### src/rtl/core/quadratic_spline_coefficients_macros.svh
// ----------------------------------------------------------------------------
// quadratic spline coefficients assertion macros
// shared helpers for concurrent checks on clk and rst
// ----------------------------------------------------------------------------
`ifndef QUADRATIC_SPLINE_COEFFICIENTS_MACROS_SVH
`define QUADRATIC_SPLINE_COEFFICIENTS_MACROS_SVH

// same-cycle implication
`define QSC_ASSERT_NOW(lbl, ante, cons, msg) \
  lbl: assert property (@(posedge clk) disable iff (rst) (ante) |-> (cons)) else $error(msg);

// next-cycle implication
`define QSC_ASSERT_NEXT(lbl, ante, cons, msg) \
  lbl: assert property (@(posedge clk) disable iff (rst) (ante) |=> (cons)) else $error(msg);

`endif

### src/rtl/core/qsc_pkg.sv
// ----------------------------------------------------------------------------
// qsc_pkg
// types, constants and saturating helpers of the spline coefficient block
// ----------------------------------------------------------------------------
`default_nettype none

package qsc_pkg;

  localparam int MAX_SEGMENTS_DEF = 1024;

  localparam logic [7:0] CFG_INIT_SLOPE = 8'd0;
  localparam logic [7:0] CFG_PERTURB    = 8'd1;

  localparam logic OP_MUL = 1'b0;
  localparam logic OP_DIV = 1'b1;

  localparam logic signed [47:0] COEF_MAX = 48'sh7FFF_FFFF_FFFF;
  localparam logic signed [47:0] COEF_MIN = 48'sh8000_0000_0000;

  typedef logic signed [47:0] coef_t;

  typedef struct packed {
    logic        go;
    logic        op;
    logic [63:0] opa;
    logic [32:0] opb;
  } alu_cmd_t;

  typedef struct packed {
    logic busy;
    logic done;
  } alu_sts_t;

  function automatic coef_t sat_mag(input logic neg, input logic [80:0] m);
    coef_t r;
    if (|m[80:47]) begin
      r = neg ? COEF_MIN : COEF_MAX;
    end else begin
      r = neg ? -$signed(m[47:0]) : $signed(m[47:0]);
    end
    return r;
  endfunction

  function automatic coef_t sat_add(input coef_t a, input coef_t b);
    logic signed [48:0] s;
    s = {a[47], a} + {b[47], b};
    if (s[48] != s[47]) begin
      return s[48] ? COEF_MIN : COEF_MAX;
    end
    return s[47:0];
  endfunction

  function automatic coef_t sat_sub(input coef_t a, input coef_t b);
    logic signed [48:0] s;
    s = {a[47], a} - {b[47], b};
    if (s[48] != s[47]) begin
      return s[48] ? COEF_MIN : COEF_MAX;
    end
    return s[47:0];
  endfunction

  function automatic logic [47:0] mag48(input logic [47:0] v);
    return v[47] ? 48'(-v) : v;
  endfunction

  function automatic logic [32:0] mag33(input logic [32:0] v);
    return v[32] ? 33'(-v) : v;
  endfunction

  function automatic logic [31:0] mag32(input logic [31:0] v);
    return v[31] ? 32'(-v) : v;
  endfunction

endpackage

`default_nettype wire

### src/rtl/core/qsc_alu.sv
// ----------------------------------------------------------------------------
// qsc_alu
// shared unsigned shift-add multiplier and restoring divider, one bit a cycle
// ----------------------------------------------------------------------------
`default_nettype none

module qsc_alu (
  input  wire logic             clk,
  input  wire logic             rst,
  input  wire qsc_pkg::alu_cmd_t cmd,
  output qsc_pkg::alu_sts_t     sts,
  output logic [80:0]           result
);

  localparam logic [6:0] MUL_LAST = 7'd32;
  localparam logic [6:0] DIV_LAST = 7'd63;

  logic        busy;
  logic        done;
  logic        op;
  logic [6:0]  count;
  logic [63:0] opa;
  logic [32:0] opb;
  logic [96:0] work;

  logic [64:0] mul_sum;
  logic [33:0] div_in;
  logic [34:0] div_diff;
  logic [96:0] work_next;
  logic        step_last;

  always_comb begin
    mul_sum   = {1'b0, work[96:33]} + (work[0] ? {1'b0, opa} : 65'd0);
    div_in    = {work[96:64], work[63]};
    div_diff  = {1'b0, div_in} - {2'b0, opb};
    step_last = busy && (count == ((op == qsc_pkg::OP_MUL) ? MUL_LAST : DIV_LAST));
    if (op == qsc_pkg::OP_MUL) begin
      work_next = {mul_sum, work[32:1]};
    end else if (!div_diff[34]) begin
      work_next = {div_diff[32:0], work[62:0], 1'b1};
    end else begin
      work_next = {div_in[32:0], work[62:0], 1'b0};
    end
  end

  always_ff @(posedge clk) begin
    if (rst) begin
      busy  <= 1'b0;
      done  <= 1'b0;
      count <= '0;
    end else begin
      done <= !cmd.go && step_last;
      if (cmd.go) begin
        busy  <= 1'b1;
        count <= '0;
        op    <= cmd.op;
        opa   <= cmd.opa;
        opb   <= cmd.opb;
        work  <= (cmd.op == qsc_pkg::OP_MUL) ? {64'd0, cmd.opb} : {33'd0, cmd.opa};
      end else if (busy) begin
        work  <= work_next;
        count <= count + 7'd1;
        if (step_last) begin
          busy <= 1'b0;
        end
      end
    end
  end

  assign sts.busy = busy;
  assign sts.done = done;
  assign result   = (op == qsc_pkg::OP_MUL) ? work[80:0] : {17'd0, work[63:0]};

endmodule

`default_nettype wire

### src/rtl/core/quadratic_spline_coefficients.sv
// a knot inside a run shows its segment after two divides and three multiplies
// on the shared unit, plus the prep, sum and emit states, and the next knot can
// be taken as the segment appears; a zero-width knot skips the unit, a first
// knot runs only the slope multiply, an ignored knot goes back to idle from prep
// throughput: one knot at a time, a stalled segment output holds the sequencer
// reset: synchronous, clears the sequencer, run state and slope registers
// ----------------------------------------------------------------------------
// quadratic_spline_coefficients
// per-segment quadratic spline coefficients from a stream of fixed-point knots
// ----------------------------------------------------------------------------
`default_nettype none

`include "quadratic_spline_coefficients_macros.svh"

module quadratic_spline_coefficients #(
  parameter int MAX_SEGMENTS = qsc_pkg::MAX_SEGMENTS_DEF
) (
  input  wire logic               clk,
  input  wire logic               rst,
  input  wire logic               cfg_valid,
  output logic                    cfg_ready,
  input  wire logic [7:0]         cfg_index,
  input  wire logic [31:0]        cfg_data,
  input  wire logic               in_valid,
  output logic                    in_ready,
  input  wire logic signed [31:0] knot_x,
  input  wire logic signed [31:0] knot_y,
  input  wire logic               first_knot,
  input  wire logic               last_knot,
  output logic                    out_valid,
  input  wire logic               out_ready,
  output logic signed [47:0]      coef_quad,
  output logic signed [47:0]      coef_lin,
  output logic signed [47:0]      coef_const,
  output logic [9:0]              segment_index,
  output logic                    last_segment,
  output logic                    zero_width
);

  localparam int CW = (MAX_SEGMENTS > 2) ? $clog2(MAX_SEGMENTS) : 1;

  localparam logic [3:0] ST_IDLE       = 4'd0;
  localparam logic [3:0] ST_PREP       = 4'd1;
  localparam logic [3:0] ST_SLOPE_GO   = 4'd2;
  localparam logic [3:0] ST_SLOPE_WAIT = 4'd3;
  localparam logic [3:0] ST_R_GO       = 4'd4;
  localparam logic [3:0] ST_R_WAIT     = 4'd5;
  localparam logic [3:0] ST_A_GO       = 4'd6;
  localparam logic [3:0] ST_A_WAIT     = 4'd7;
  localparam logic [3:0] ST_B_GO       = 4'd8;
  localparam logic [3:0] ST_B_WAIT     = 4'd9;
  localparam logic [3:0] ST_T          = 4'd10;
  localparam logic [3:0] ST_C_GO       = 4'd11;
  localparam logic [3:0] ST_C_WAIT     = 4'd12;
  localparam logic [3:0] ST_S_GO       = 4'd13;
  localparam logic [3:0] ST_S_WAIT     = 4'd14;
  localparam logic [3:0] ST_EMIT       = 4'd15;

  logic [3:0]          state;
  logic [31:0]         init_slope;
  logic [31:0]         slope_perturbation;
  logic signed [31:0]  prev_x;
  logic signed [31:0]  prev_y;
  qsc_pkg::coef_t      slope;
  logic [CW-1:0]       seg_count;
  logic                run_active;

  logic signed [31:0]  x_in;
  logic signed [31:0]  y_in;
  logic                first_in;
  logic                last_in;
  logic [32:0]         dx;
  logic [32:0]         dy;
  logic                zw;
  logic                neg;
  qsc_pkg::coef_t      q;
  qsc_pkg::coef_t      a;
  qsc_pkg::coef_t      b;
  qsc_pkg::coef_t      m2;
  qsc_pkg::coef_t      t;
  qsc_pkg::coef_t      c;

  qsc_pkg::alu_cmd_t   alu_cmd;
  qsc_pkg::alu_sts_t   alu_sts;
  logic [80:0]         res;
  logic                cmd_neg;
  logic                lastseg;
  logic                emit_go;
  logic                unit_wait;

  qsc_alu u_alu (
    .clk    (clk),
    .rst    (rst),
    .cmd    (alu_cmd),
    .sts    (alu_sts),
    .result (res)
  );

  assign cfg_ready = (state == ST_IDLE);
  assign in_ready  = (state == ST_IDLE);
  assign lastseg   = last_in || (seg_count == CW'(MAX_SEGMENTS - 1));
  assign emit_go   = (state == ST_EMIT) && (!out_valid || out_ready);
  assign unit_wait = (state == ST_SLOPE_WAIT) || (state == ST_R_WAIT) ||
                     (state == ST_A_WAIT) || (state == ST_B_WAIT) ||
                     (state == ST_C_WAIT) || (state == ST_S_WAIT);

  always_comb begin
    alu_cmd = '0;
    cmd_neg = 1'b0;
    unique case (state)
      ST_SLOPE_GO: begin
        alu_cmd.go  = 1'b1;
        alu_cmd.op  = qsc_pkg::OP_MUL;
        alu_cmd.opa = {32'd0, qsc_pkg::mag32(init_slope)};
        alu_cmd.opb = {1'b0, qsc_pkg::mag32(slope_perturbation)};
        cmd_neg     = init_slope[31] ^ slope_perturbation[31];
      end
      ST_R_GO: begin
        alu_cmd.go  = 1'b1;
        alu_cmd.op  = qsc_pkg::OP_DIV;
        alu_cmd.opa = {7'd0, qsc_pkg::mag33(dy), 24'd0};
        alu_cmd.opb = qsc_pkg::mag33(dx);
        cmd_neg     = dy[32] ^ dx[32];
      end
      ST_A_GO: begin
        alu_cmd.go  = 1'b1;
        alu_cmd.op  = qsc_pkg::OP_DIV;
        alu_cmd.opa = {qsc_pkg::mag48(q), 16'd0};
        alu_cmd.opb = qsc_pkg::mag33(dx);
        cmd_neg     = q[47] ^ dx[32];
      end
      ST_B_GO: begin
        alu_cmd.go  = 1'b1;
        alu_cmd.op  = qsc_pkg::OP_MUL;
        alu_cmd.opa = {16'd0, qsc_pkg::mag48(a)};
        alu_cmd.opb = {1'b0, qsc_pkg::mag32(prev_x)};
        cmd_neg     = a[47] ^ prev_x[31];
      end
      ST_C_GO: begin
        alu_cmd.go  = 1'b1;
        alu_cmd.op  = qsc_pkg::OP_MUL;
        alu_cmd.opa = {16'd0, qsc_pkg::mag48(t)};
        alu_cmd.opb = {1'b0, qsc_pkg::mag32(prev_x)};
        cmd_neg     = t[47] ^ prev_x[31];
      end
      ST_S_GO: begin
        alu_cmd.go  = 1'b1;
        alu_cmd.op  = qsc_pkg::OP_MUL;
        alu_cmd.opa = {16'd0, qsc_pkg::mag48(a)};
        alu_cmd.opb = {1'b0, qsc_pkg::mag32(x_in)};
        cmd_neg     = a[47] ^ x_in[31];
      end
      default: begin
        alu_cmd = '0;
        cmd_neg = 1'b0;
      end
    endcase
  end

  always_ff @(posedge clk) begin
    if (rst) begin
      state              <= ST_IDLE;
      init_slope         <= '0;
      slope_perturbation <= '0;
      prev_x             <= '0;
      prev_y             <= '0;
      slope              <= '0;
      seg_count          <= '0;
      run_active         <= 1'b0;
      out_valid          <= 1'b0;
    end else begin
      if (cfg_valid && cfg_ready) begin
        if (cfg_index == qsc_pkg::CFG_INIT_SLOPE) begin
          init_slope <= cfg_data;
        end else if (cfg_index == qsc_pkg::CFG_PERTURB) begin
          slope_perturbation <= cfg_data;
        end
      end
      if (out_valid && out_ready && !emit_go) begin
        out_valid <= 1'b0;
      end
      if (alu_cmd.go) begin
        neg <= cmd_neg;
      end
      unique case (state)
        ST_IDLE: begin
          if (in_valid) begin
            x_in     <= knot_x;
            y_in     <= knot_y;
            first_in <= first_knot;
            last_in  <= last_knot;
            state    <= ST_PREP;
          end
        end
        ST_PREP: begin
          dx <= {x_in[31], x_in} - {prev_x[31], prev_x};
          dy <= {y_in[31], y_in} - {prev_y[31], prev_y};
          zw <= (x_in == prev_x);
          if (first_in) begin
            prev_x     <= x_in;
            prev_y     <= y_in;
            seg_count  <= '0;
            run_active <= !last_in;
            state      <= ST_SLOPE_GO;
          end else if (!run_active) begin
            state <= ST_IDLE;
          end else if (x_in == prev_x) begin
            a     <= '0;
            b     <= '0;
            c     <= '0;
            state <= ST_EMIT;
          end else begin
            state <= ST_R_GO;
          end
        end
        ST_SLOPE_GO: state <= ST_SLOPE_WAIT;
        ST_SLOPE_WAIT: begin
          if (alu_sts.done) begin
            slope <= qsc_pkg::sat_add({{8{init_slope[31]}}, init_slope, 8'd0},
                                      qsc_pkg::sat_mag(neg, res >> 8));
            state <= ST_IDLE;
          end
        end
        ST_R_GO: state <= ST_R_WAIT;
        ST_R_WAIT: begin
          if (alu_sts.done) begin
            q     <= qsc_pkg::sat_sub(qsc_pkg::sat_mag(neg, res), slope);
            state <= ST_A_GO;
          end
        end
        ST_A_GO: state <= ST_A_WAIT;
        ST_A_WAIT: begin
          if (alu_sts.done) begin
            a     <= qsc_pkg::sat_mag(neg, res);
            state <= ST_B_GO;
          end
        end
        ST_B_GO: state <= ST_B_WAIT;
        ST_B_WAIT: begin
          if (alu_sts.done) begin
            b     <= qsc_pkg::sat_sub(slope, qsc_pkg::sat_mag(neg, res >> 15));
            m2    <= qsc_pkg::sat_mag(neg, res >> 16);
            state <= ST_T;
          end
        end
        ST_T: begin
          t     <= qsc_pkg::sat_add(b, m2);
          state <= ST_C_GO;
        end
        ST_C_GO: state <= ST_C_WAIT;
        ST_C_WAIT: begin
          if (alu_sts.done) begin
            c     <= qsc_pkg::sat_sub({{8{prev_y[31]}}, prev_y, 8'd0},
                                      qsc_pkg::sat_mag(neg, res >> 16));
            state <= ST_S_GO;
          end
        end
        ST_S_GO: state <= ST_S_WAIT;
        ST_S_WAIT: begin
          if (alu_sts.done) begin
            slope <= qsc_pkg::sat_add(qsc_pkg::sat_mag(neg, res >> 15), b);
            state <= ST_EMIT;
          end
        end
        ST_EMIT: begin
          if (emit_go) begin
            out_valid     <= 1'b1;
            coef_quad     <= a;
            coef_lin      <= b;
            coef_const    <= c;
            segment_index <= 10'(seg_count);
            last_segment  <= lastseg;
            zero_width    <= zw;
            prev_x        <= x_in;
            prev_y        <= y_in;
            seg_count     <= lastseg ? '0 : seg_count + 1'b1;
            if (lastseg) begin
              run_active <= 1'b0;
            end
            state <= ST_IDLE;
          end
        end
        default: state <= ST_IDLE;
      endcase
    end
  end

  `QSC_ASSERT_NOW(a_idle_unit_quiet, state == ST_IDLE, !alu_sts.busy, "unit busy while idle")
  `QSC_ASSERT_NOW(a_done_in_wait, alu_sts.done, unit_wait, "unit result outside a wait state")
  `QSC_ASSERT_NEXT(a_emit_sets_valid, emit_go, out_valid && state == ST_IDLE, "segment transfer not presented")

endmodule

`default_nettype wire
### config.mk
export PLATFORM = sky130hd
export DESIGN_NAME = quadratic_spline_coefficients
export DESIGN_NICKNAME = d
export VERILOG_FILES = /design/src/rtl/core/qsc_pkg.sv /design/src/rtl/core/qsc_alu.sv /design/src/rtl/core/quadratic_spline_coefficients.sv
export VERILOG_INCLUDE_DIRS = /design/src /design/src/rtl/core
export SDC_FILE = /design/constraint.sdc
export NUM_CORES = 2
export LEC_CHECK = 0
export BUFFER_PORTS_ARGS = -buffer_cell sky130_fd_sc_hd__buf_4
export CORE_MARGIN = 3
export CORE_UTILIZATION = 25
export CTS_CLUSTER_SIZE = 12
export DETAILED_ROUTE_END_ITERATION = 16
export SYNTH_ARGS = -nofsm -noshare
export SYNTH_HDL_FRONTEND = slang
export SYNTH_SLANG_ARGS = --single-unit
### constraint.sdc
create_clock -name clk -period 8.3 [get_ports clk]
set_input_delay 0.83 -clock clk [delete_from_list [all_inputs] [get_ports clk]]
set_output_delay 0.83 -clock clk [all_outputs]
set_load 0.05 [all_outputs]
# ---- After elaboration in Yosys (flattened, before gate mapping)
# Cells that the tools add are included.
dict set report totals {
  register_bits 974
  input_bits 111
  output_inout_bits 159
  elab_cells 275
}
dict set report op_classes {
  n_addsub 25
  n_eq_ne 38
  mux 126
  bitwise 8
  n_reduce_logical 42
}
# op n
set op_table {}
lappend op_table {{$mux 48} 51}
lappend op_table {{$pmux 99 s6} 1}
lappend op_table {{$mux 97} 4}
lappend op_table {{$pmux 48 s2} 4}
lappend op_table {{$neg 48->48} 7}
lappend op_table {{$mux 32} 8}
lappend op_table {{$mux 64} 2}
lappend op_table {{$neg 32->32} 4}
lappend op_table {{$pmux 32 s2} 2}
lappend op_table {{$add 48x48->49} 2}
lappend op_table {{$sub 48x48->49} 2}
lappend op_table {{$mux 81} 1}
lappend op_table {{$mux 33} 2}
lappend op_table {{$neg 33->33} 2}
lappend op_table {{$sub 32x32->33} 2}
lappend op_table {{$add 64x65->65} 1}
lappend op_table {{$pmux 4 s16} 1}
lappend op_table {{$add 40x48->49} 1}
lappend op_table {{$sub 40x48->49} 1}
lappend op_table {{$mux 4} 11}
lappend op_table {{$sub 34x33->35} 1}
lappend op_table {{$reduce_or 34->1} 1}
lappend op_table {{$eq 32x32->1} 1}
lappend op_table {{$eq 4x4->1 const B} 8}
lappend op_table {{34 further kinds} 119}

# ---- Depth between registers and ports, before layout
dict set report logic_depth {
  ltp_word 16
  ltp_mapped 28
  ltp_nobuf 24
}

# ---- Hierarchy
# Synthesis repeated with hierarchy kept, for this count alone.
dict set report unflattened {
  hier_cells 8449
  hier_area_um2 73573.1
}
# mod instances cells_per_inst area_each_um2 seq_area_each_um2
set by_module_without_submodules {}
lappend by_module_without_submodules {quadratic_spline_coefficients 1 6821 58334.7 21200.3}
lappend by_module_without_submodules {qsc_alu 1 1628 15238.4 6035.8}

# ---- Least setup slack after synthesis
# OpenSTA, ideal clock, no wires.
dict set report synth_path {
  kind {input port to flip-flop}
  from {input port rst}
  to {register coef_const[0] (enable)}
  setup_time_ps 673
  arrival_ps 7845
  required_time_ps 7627
  path_slack_ps -218
  path_stages 4
  path_buffers 3
  cell_sequence {clkbuf_1 clkbuf_1 clkbuf_1 nor2_1}
}
dict set report synth_between {
  elab_chain_cells 2
}
# item line_no
set synth_rtl {}
lappend synth_rtl {{start: declaration} quadratic_spline_coefficients.sv:19} ;# input wire logic rst,
lappend synth_rtl {{$not 1->1 (no source line)} n/a}
lappend synth_rtl {{$reduce_and 3->1 (no source line)} n/a}
lappend synth_rtl {{end signal: assignment} quadratic_spline_coefficients.sv:270} ;# coef_const <= c;
lappend synth_rtl {{end: declaration} quadratic_spline_coefficients.sv:34} ;# output logic signed [47:0] coef_const,
# Every way passes these cells.
# A chain may end at the register's enable or synchronous reset.

# ---- Worst setup path in the final report
dict set report layout_path {
  from {register u_alu.work[64]}
  to {register b[42] (data pin)}
}
dict set report layout_between {
  elab_chain_cells 15
  word_cells_on_any_way 17
  cone_classes {add/sub (1); eq/ne (1); mux (14); reduce/logical (1)}
}
# item line_no
set layout_rtl {}
lappend layout_rtl {{start: declaration} qsc_alu.sv:24} ;# logic [96:0] work;
lappend layout_rtl {{start signal: assignment} qsc_alu.sv:59} ;# work <= (cmd.op == qsc_pkg::OP_MUL) ? {64'd0, cmd.opb} : {33'd0, cmd.opa};
lappend layout_rtl {{start signal: assignment} qsc_alu.sv:61} ;# work <= work_next;
lappend layout_rtl {{$mux 81 (*)} qsc_alu.sv:72} ;# assign result = (op == qsc_pkg::OP_MUL) ? work[80:0] : {17'd0, work[63:0]};
lappend layout_rtl {{$reduce_or 19->1 (*)} qsc_pkg.sv:36} ;# if (|m[80:47]) begin
lappend layout_rtl {{$mux 48 (*)} qsc_pkg.sv:36}
lappend layout_rtl {{$mux 48 (*)} quadratic_spline_coefficients.sv:240} ;# if (alu_sts.done) begin
lappend layout_rtl {{$mux 48 (*)} quadratic_spline_coefficients.sv:185} ;# unique case (state)
lappend layout_rtl {{$mux 48 (*)} quadratic_spline_coefficients.sv:161} ;# if (rst) begin
lappend layout_rtl {{$sub 48x48->49 (*)} qsc_pkg.sv:55} ;# s = {a[47], a} - {b[47], b};
lappend layout_rtl {{$ne 1x1->1} qsc_pkg.sv:56} ;# if (s[48] != s[47]) begin
lappend layout_rtl {{$mux 1} qsc_pkg.sv:56}
lappend layout_rtl {{$mux 1} quadratic_spline_coefficients.sv:240}
lappend layout_rtl {{$mux 1} quadratic_spline_coefficients.sv:185}
lappend layout_rtl {{$mux 1} quadratic_spline_coefficients.sv:161}
lappend layout_rtl {{$mux 48 (*)} qsc_pkg.sv:59} ;# return s[47:0];
lappend layout_rtl {{$mux 48 (*)} quadratic_spline_coefficients.sv:240}
lappend layout_rtl {{$pmux 48 s2 (*)} quadratic_spline_coefficients.sv:185}
lappend layout_rtl {{end signal: assignment} quadratic_spline_coefficients.sv:241} ;# b <= qsc_pkg::sat_sub(slope, qsc_pkg::sat_mag(neg, res >> 15));
lappend layout_rtl {{end: declaration} quadratic_spline_coefficients.sv:78} ;# qsc_pkg::coef_t b;
# Mark *: on every way between the ends. The rest lies on a longest branch, timed or not. The select of a mux whose other input is x is not followed.

==> metrics.md <==
| Metric | Value |
|---|---|
| Final setup viols | `0` |
| Worst Setup Start Kind | `flip-flop` |
| Outcome | `finished with violations` |
| Setup crit start | `u_alu.work[64]` |
| Mapped Area | `72800 µm²` |
| Clk_lat worst skew | `0.79 ns` |
| Asr flop ratio synth | `0` |
| Dominant synthesized flop cell | `edfxtp_1` |
| PwrDens | `150 nW/µm²` |
| DP Worst Slack | `0.833 ns` |
| First-pass DRT Iterations | `10` |
| GRT overflow | `0` |
| Final HPWL DP | `259 mm` |
| Initial antenna violation count | `57` |
| DRT iter0 DRCs | `9365` |
| Flops & latches, synth | `974` |
| Number of synthesized flops with an enable pin | `773` |
| Largest net degree at the start of global routing | `145` |
| Die Y | `546 µm` |
| Critical path's largest stage delay | `1.25 ns` |
| Vias in the first global route | `61291` |
| Reg with most FFs | `u_alu.work` |
| Final Max Tran Viols | `1` |
| WP buf/inv | `3` |
| Worst setup endpoint | `b[42]` |
| DR WL/cell | `26.2 µm` |
| Most frequent cells in the layout | `925 x nand2_1, 835 x a21oi_1, 773 x edfxtp_1` |
| Post-synthesis net count | `8884` |
| Slew HR | `-0.00362` |
| Rows | `197` |
| Gp weighted congestion | `1.13` |
| Die Width | `546 µm` |
| Maximum clock frequency | `127 MHz` |
| Clk sinks | `974` |
| Post-Syn Area per Cell | `8.76 µm²` |
| Final worst-path cycle share | `0.945` |
| Multi-input logic area | `42600 µm²` |
| Peak supply drop | `0.000206 V` |
| Post-CTS Repair Setup Buffers | `0` |
| Failing checks | `capacitance limit, slew limit` |
| Setup Skew | `0.0559 ns` |
| Post-CTS sizing | `0` |
| Die area | `298000 µm²` |
| Cell variety after synth | `97` |
| R2r endpoint | `b[42]` |
| Total Power | `12.5 mW` |
| Final-report hold violation count | `0` |
| Setup slack, reg-to-reg | `0.46 ns` |
| Crit Path Class | `reg2reg` |
| CTS H-Tree Depth | `3` |
| Hold Buf Count CTS | `0` |
| Sequential cell area | `27200 µm²` |
| # DRC | `0` |
| Ys Warns | `0` |
| Unrepaired setup endpoints after global routing | `no` |
| Crit path setup slack, layout | `0.456 ns` |
| Most common cell after layout, fill and taps aside | `nand2_1` |
| Top flop regs | `u_alu.work: 97 flops, u_alu.opa: 64 flops` |
| Design area | `83200 µm²` |
| Hold path depth | `1` |
| Stages on worst setup path | `22` |
| Vias/cell | `5.47` |
| Root Driver | `clkbuf_16` |
| Worst Reg-to-Reg Cells | `22` |
| Arr. time, crit path | `8.42 ns` |
| Critical path cell sequence | `or4_1 > nor4_2 > buf_4 > a21oi_4 > nor2_2 > buf_4 > nand2_1 > o311ai_0 > inv_1 > ha_1 > nand3_1 > nor2_1 > nand4_1 > a2111oi_0 > a21o_1 > o2111a_1 > o21ai_1 > o41ai_2 > a31oi_1 > a21o_1 > or2_2 > o21ai_0` |
| Top cell family by delay on the critical path | `compound AO/OA/AOI/OAI gates` |
| Critical Path End Type | `flip-flop` |
| Final WL | `326 mm` |
| Gr usage total | `0.208` |
| Max reg flops | `97` |
| Fillcell total | `30879` |
| CTS clk-pin slew, worst paths | `0.07 ns` |
| Layout cell share with drive strength beyond 1 | `0.0868` |
| Critical path's slowest cell | `o311ai_0` |
| DP Area | `79600 µm²` |
| TritonCTS clock tree | `done` |
| Max cap viols | `1` |
| Fin Setup TNS | `0 ns` |
| Layout Nets | `9002` |
| Cts bufs inserted | `109` |
| Worst Hold Class | `in2reg` |
| Pleak | `31.8 nW` |
| CP max FO | `44` |
| CTS max path bufs | `3` |
| Reg-to-Reg Start | `u_alu.work[64]` |
| Top-level I/O count | `270` |
| Worst-margin pin slew | `1.49 ns` |
| Area growth from synthesis to layout | `14.3%` |
| Post-DRT Antenna Nets | `0` |
| Initial core utilization | `0.252` |
| Core Box Area | `289000 µm²` |
| Via count | `68011` |
| Seq/Total Area, Yosys | `0.374` |
| Syn Inst Count | `8313` |
| Required time of the critical path | `8.87 ns` |
| I/O Buffers | `269` |
| Crit path time final | `7.84 ns` |
| First-pass GRT wire length | `455 mm` |
## routing by layer
| metal | track usage | part of all wire |
|---|---|---|
| met1 | 0.272 | 0.41 |
| met4 | 0.137 | 0.081 |
| met2 | 0.283 | 0.39 |
| met5 | 0 | 0.00063 |
| met3 | 0.0784 | 0.12 |
## cell families after synthesis
group	after synthesis	synth area share
flops	974	0.374
compound gates	2741	0.237
mux	78	0.0110
xor+xnor	755	0.0908
fa+ha+maj	467	0.0809
simple gates	2451	0.162
buf+inv	847	0.0443
## through the flow
| step | hold WS, ns | utilization | instances |
|---|---|---|---|
| after floorplan | 0.400 | - | 8313 |
| after global placement | 0.401 | 0.276 | 12197 |
| after detailed placement | 0.405 | 0.276 | 12199 |
| after CTS | 0.198 | 0.288 | 12402 |
| after global routing | 0.196 | 0.288 | 12404 |
| final | 0.238 | 0.288 | 12435 |
## layout make-up
cell class,count,share of cell area
Multi-Input combinational cell,6492,0.512
Sequential cell,974,0.327
Tap cell,3880,0.0583
Timing Repair Buffer,448,0.0411
Clock buffer,148,0.0355
Inverter,406,0.0183
Clock inverter,55,0.00671
Antenna cell,32,0.000962
## worst min-delay path by stage
stage               start        endpoint  slack, ns
5_1_grt        knot_x[23]        x_in[23]       0.20
3_5_place_dp        c[44]  coef_const[44]       0.40
4_1_cts        knot_x[23]        x_in[23]       0.20
3_3_place_gp           zw      zero_width       0.40
6_report       knot_x[31]        x_in[31]       0.24
2_1_floorplan        c[0]   coef_const[0]       0.40
## synthesized netlist by cell type, types with 65 or more instances
library cell	number	area, µm²
a31oi_1	72	450
clkbuf_1	387	1450
a21o_1	301	2260
edfxtp_1	773	23200
xnor2_1	396	3470
inv_1	406	1520
and2_1	139	870
o21a_1	65	488
xor2_1	359	3140
nand4_1	89	557
a21oi_1	840	4200
nor2_1	466	1750
nand2b_1	105	657
o21bai_1	67	503
mux2i_1	66	661
or3_1	79	494
ha_1	451	5640
o22ai_1	92	576
nand2_1	927	3480
o31ai_1	172	1290
nand3_1	136	681
dfxtp_1	201	4020
o21ai_0	631	3160
nor3_1	141	706
nor2b_1	76	475
## where the power goes
| group | leakage, nW | internal (mW) | switching (mW) |
|---|---|---|---|
| logic | 21.2 | 0.694 | 1.29 |
| clock network | 1.71 | 2.77 | 2.15 |
| registers | 8.85 | 5.39 | 0.159 |
| total | 31.8 | 8.86 | 3.60 |
No activity file was read; power rests on OpenSTA's default activity.
